File: src/rtl/core/mf3_pkg.sv
`timescale 1ns / 1ps
// ----------------------------------------------------------------------------
// mf3_pkg
// Shared types and constants of the 3x3 median filter: pixel, window,
// line-buffer entry and result-tag types, register indexes and reset values.
// ----------------------------------------------------------------------------
package mf3_pkg;

    localparam int DEF_MAX_WIDTH = 2048;
    localparam int WINDOW        = 3;
    localparam int WIN_CELLS     = WINDOW * WINDOW;

    localparam int PIX_W     = 8;
    localparam int CFG_W_W   = 12;
    localparam int CFG_H_W   = 16;
    localparam int CFG_DATA_W = 16;
    localparam int OUT_ROW_W = 16;
    localparam int OUT_COL_W = 11;

    localparam int RESET_WIDTH  = 640;
    localparam int RESET_HEIGHT = 480;

    // Register indexes of the configuration port
    typedef enum logic [0:0] {
        CFG_IMAGE_WIDTH  = 1'b0,
        CFG_IMAGE_HEIGHT = 1'b1
    } cfg_index_t;

    typedef logic [PIX_W-1:0] pix_t;

    // Row-major 3x3 window, top row first; cell 0 in the lowest bits
    typedef pix_t [WIN_CELLS-1:0] window_t;

    // One line-buffer entry: the pixel two rows back and the one a row back
    typedef struct packed {
        pix_t upper;
        pix_t lower;
    } line_pair_t;

    // Position tag that travels with a result through the sorter
    typedef struct packed {
        logic [OUT_ROW_W-1:0] row;
        logic [OUT_COL_W-1:0] col;
        logic                 last;
    } out_meta_t;

endpackage

File: src/rtl/core/mf3_median.sv
`timescale 1ns / 1ps
// ----------------------------------------------------------------------------
// mf3_median
// Two-stage median-of-nine: sort each window row, then combine the row
// minimums, middles and maximums; result held in the output register.
// ----------------------------------------------------------------------------
module mf3_median
    import mf3_pkg::*;
(
    input  logic      clk,
    input  logic      rst_n,
    input  logic      in_valid,
    output logic      in_ready,
    input  window_t   win,
    input  out_meta_t in_meta,
    output logic      out_valid,
    input  logic      out_ready,
    output pix_t      out_median,
    output out_meta_t out_meta
);

    typedef struct packed {
        pix_t lo;
        pix_t mid;
        pix_t hi;
    } trio_t;

    function automatic trio_t sort3(input pix_t a, input pix_t b, input pix_t c);
        pix_t  x0;
        pix_t  x1;
        pix_t  x2;
        pix_t  t;
        trio_t r;
        x0 = a;
        x1 = b;
        x2 = c;
        if (x0 > x1)
        begin
            t = x0; x0 = x1; x1 = t;
        end
        if (x1 > x2)
        begin
            t = x1; x1 = x2; x2 = t;
        end
        if (x0 > x1)
        begin
            t = x0; x0 = x1; x1 = t;
        end
        r.lo  = x0;
        r.mid = x1;
        r.hi  = x2;
        return r;
    endfunction

    function automatic pix_t max3(input pix_t a, input pix_t b, input pix_t c);
        pix_t m;
        m = (a > b) ? a : b;
        return (m > c) ? m : c;
    endfunction

    function automatic pix_t min3(input pix_t a, input pix_t b, input pix_t c);
        pix_t m;
        m = (a < b) ? a : b;
        return (m < c) ? m : c;
    endfunction

    function automatic pix_t med3(input pix_t a, input pix_t b, input pix_t c);
        pix_t lo;
        pix_t hi;
        lo = (a < b) ? a : b;
        hi = (a < b) ? b : a;
        return (c < lo) ? lo : ((c > hi) ? hi : c);
    endfunction

    trio_t     rows_reg [WINDOW];
    out_meta_t meta_a_reg;
    logic      va_reg;
    logic      vb_reg;
    pix_t      med_reg;
    out_meta_t meta_b_reg;

    logic rdy_a;
    logic rdy_b;

    assign rdy_b    = !vb_reg || out_ready;
    assign rdy_a    = !va_reg || rdy_b;
    assign in_ready = rdy_a;

    always_ff @(posedge clk or negedge rst_n)
    begin
        if (!rst_n)
        begin
            va_reg <= 1'b0;
            vb_reg <= 1'b0;
        end
        else
        begin
            if (rdy_a)
            begin
                va_reg <= in_valid;
            end
            if (rdy_b)
            begin
                vb_reg <= va_reg;
            end
        end
    end

    always_ff @(posedge clk)
    begin
        if (rdy_a && in_valid)
        begin
            for (int r = 0; r < WINDOW; r++)
            begin
                rows_reg[r] <= sort3(win[r*WINDOW], win[r*WINDOW+1], win[r*WINDOW+2]);
            end
            meta_a_reg <= in_meta;
        end
        if (rdy_b && va_reg)
        begin
            med_reg <= med3(max3(rows_reg[0].lo, rows_reg[1].lo, rows_reg[2].lo),
                            med3(rows_reg[0].mid, rows_reg[1].mid, rows_reg[2].mid),
                            min3(rows_reg[0].hi, rows_reg[1].hi, rows_reg[2].hi));
            meta_b_reg <= meta_a_reg;
        end
    end

    assign out_valid  = vb_reg;
    assign out_median = med_reg;
    assign out_meta   = meta_b_reg;

endmodule

File: config.mk
export PLATFORM = sky130hd
export DESIGN_NAME = mf3_median
export DESIGN_NICKNAME = d
export VERILOG_FILES = /design/src/rtl/core/mf3_pkg.sv /design/src/rtl/core/mf3_median.sv
export SDC_FILE = /design/constraint.sdc
export NUM_CORES = 1
export LEC_CHECK = 0
export ABC_AREA = 0
export BUFFER_PORTS_ARGS = -buffer_cell sky130_fd_sc_hd__buf_2
export CORE_AREA = 2 2 101 175
export DETAILED_ROUTE_END_ITERATION = 8
export DIE_AREA = 0 0 103 177
export GPL_ROUTABILITY_DRIVEN = 0
export MAX_ROUTING_LAYER = met4
export PLACE_DENSITY = 0.92
export SLEW_MARGIN = 10
export SYNTH_ARGS = -nofsm -noshare
export SYNTH_HDL_FRONTEND = slang
export SYNTH_SLANG_ARGS = --single-unit
File: constraint.sdc
create_clock -name clk -period 13.2 [get_ports clk]
set_input_delay 1.32 -clock clk [delete_from_list [all_inputs] [get_ports clk]]
set_output_delay 1.32 -clock clk [all_outputs]
set_load 0.05 [all_outputs]
==> run metrics <==
Worst-Margin Slew between 1 and 1.5 ns; H-tree levels 4; number of flops mapped to enable cells by yosys between 100 and 150; drt via density around 6.3; Slowest-stage cell, CP a21o_1; Boundary Pins about 140; CTS-repair resized insts 0; Detailed Route WL 27.5 mm; Setup crit start kind flip-flop; status finished, violations left; leakage power 0.00581 uW; crit path time final 8.50 ns; die area 18200 sq um; max frequency between 0.1 and 0.15 GHz; Fillers ~1200; peak supply drop approximately 240 uV; Critical Path Max Stage Delay roughly 0.45 ns; Starting Density 62.6%; Final Slew Violations 0; CTS tree done; Yosys reg bits 138; Buf/Inv on CP 0; Fin. Hold Viols 0; Synth Area per Inst approximately 10 sq um; Worst Hold Class reg2reg; worst clock skew 0.00819 ns; DP HPWL ~21 mm; Non-Filler Instances 1431; max-cap violation count 0; clock root buffer clkbuf_16; synthesized cell area about 11000 sq um; top cells by area, synth edfxtp_1, ha_1, mux2i_1; period utilisation layout 64.4%; final worst setup slack roughly 4.7 ns; Post-synth ARST share approximately 1.4%; TNS Setup 0 ns; synthesized net count between 1000 and 1500; Overflow after GRT 0; Setup Viol. Count Final 0; setup bufs post-CTS 0; Initial DRC Count 611; cell area after layout approximately 12000 sq um; latest clock arrival within the worst-skew pair 0.43 ns; Port Buffers 141; failing checks design-rule violations; register area share after synthesis between 30 and 40%; worst path required time roughly 13 ns; Synth area leader edfxtp_1; pin count of the biggest net entering global routing 73; Final Net Count between 1000 and 1500; hold slack final 0.415 ns; CP most frequent cell a21oi_1; Crit Path Max Fanout 21; Die Wd approximately 100 microns; placed insts 1399; Layout area overhead 14.6%; Distinct cells, synth 70; clk sinks 138; drt wl/cell about 19 microns; via count 8957; DR DRC count 1; initial antenna violation count 0; crit path kind reg2reg; crit path DAT between 8 and 9 ns; CTS buffer count 17; Top FF cell, synth edfxtp_1; Worst-path clk slew roughly 0.06 ns; share of cells above drive strength 1 approximately a fifth; FP Rows 63; post-synth top area share 38.7%; 1st-pass router iterations 9; Multi-input gate area slightly below 6000 sq um; # diodes 0; nature of the critical path endpoint flip-flop; Placed Area 11500 sq um; delay-heaviest family, CP compound AO/OA/AOI/OAI gates; Post-Synthesis Cells roughly 1100; RSZ-0062 raised after global routing no; global-route wire length before repair around 42 mm; register area just over 4000 sq um; Slew Limit Headroom roughly a quarter; Antenna Nets Post-Route 0; max reg flops 72; Core ar. between 15000 and 20000 sq um; vias in the first global route about 9000; worst slack, placed between 4 and 5 ns; power per cell area just under 300 nW/um^2; Die H roughly 180 microns; Synth Warn # 0; CTS Hold Bufs 0; Tot GR Track Use 31.4%; Clock Path Buffers 2
-- layer usage --
layer  track usage [%]  vias up  routed length, microns
met5                 -        -                       0
met4              23.8        0                    2350
met1              29.3     4155                    9180
li1                  -     4147                       -
met3              6.48      171                    1770
met2              54.3      484                   14200
-- final cells by class --
cell class	instances	share of cell area [%]
clock buffer	17	3.52
clock inverter	15	1.43
inverter	118	3.66
multi-input combinational	767	48.5
sequential	138	34.2
tap	227	2.35
timing repair buffer	149	6.33
-- worst paths after layout --
check	start	to	slack, ns	cells past startpoint
max in group asynchronous	rst_n	out_valid	12.44	1
setup reg to reg	rows_reg[0][19]	out_median[0]	4.70	31
hold reg to reg	meta_a_reg[5]	out_meta[5]	0.41	0
hold / removal	meta_a_reg[5]	out_meta[5]	0.41	0
min in group asynchronous	rst_n	out_valid	0.67	1
setup / recovery	rows_reg[0][19]	out_median[0]	4.70	31
-- synthesized netlist by cell type, drive strengths merged, types with 2 or more instances --
cell and instances:
buf 13, o41ai 2, a41oi 2, dfrtp 2, a31oi 5, a31o 4, o21a 13, a32oi 2
inv 118, nand4 10, edfxtp 136, nand3b 2, a21boi 2, o31a 2, and3 9, a221o 2
o211a 6, nor3 9, nand2b 19, and4 4, mux2 31, clkbuf 18, nor2b 13, nand2 45
a22oi 4, mux2i 81, a21o 28, nand3 20, o21ai 76, o31ai 2, a221oi 3, a2111oi 2
or2 7, a211o 4, and2 11, a21oi 101, nor2 88, ha 143
-- power breakdown --
part           switching [uW]  total [uW]  internal (uW)  leakage (uW)
Combinational            1460        2390            932       0.00420
Clock                     188         485            296      0.000281
Sequential               42.5         663            621       0.00133
Total                    1690        3540           1850       0.00581
-- placed cells by master (no fill, tap or decap), drive strengths merged, types with 9 or more instances in the layout --
| cell | count |
|---|---|
| nand2 | 45 |
| nand3 | 20 |
| mux2i | 81 |
| inv | 121 |
| a21o | 28 |
| a21oi | 101 |
| nor2 | 88 |
| o21a | 13 |
| nor3 | 9 |
| and2 | 11 |
| nand4 | 10 |
| clkbuf | 17 |
| mux2 | 31 |
| nor2b | 13 |
| buf | 149 |
| o21ai | 76 |
| ha | 143 |
| edfxtp | 136 |
| and3 | 9 |
| nand2b | 19 |
-- worst register-to-register path, delay by kind of cell (launching register included) --
| kind | cells | cell delay [ns] |
|---|---|---|
| AOI/OAI and AO/OA | 20 | 5.29 |
| adders and majority gates | 4 | 1.25 |
| DFF | 1 | 0.40 |
| muxes | 1 | 0.32 |
| and+or+nand+nor | 6 | 0.98 |
-- stage by stage --
| stage | util [%] | power, uW |
|---|---|---|
| global route | 71.7 | 3740 |
| detailed placement | 68.1 | 2880 |
| CTS | 71.7 | 3430 |
| floorplan | - | 2390 |
| finish | 71.7 | 3540 |
| global placement | 68.1 | 2760 |
-- logic make-up after synthesis --
kind of cell	Yosys count	share of synthesized area, %
AO/OA/AOI/OAI	269	16.1
XOR/XNOR	1	0.0830
adder cells (fa/ha/maj)	144	17.1
buffers and inverters	149	5.43
flip-flops	138	39.2
multiplexers	112	11.1
AND/OR/NAND/NOR	241	11.1
Note: power is estimated with default switching activity, not from simulation.
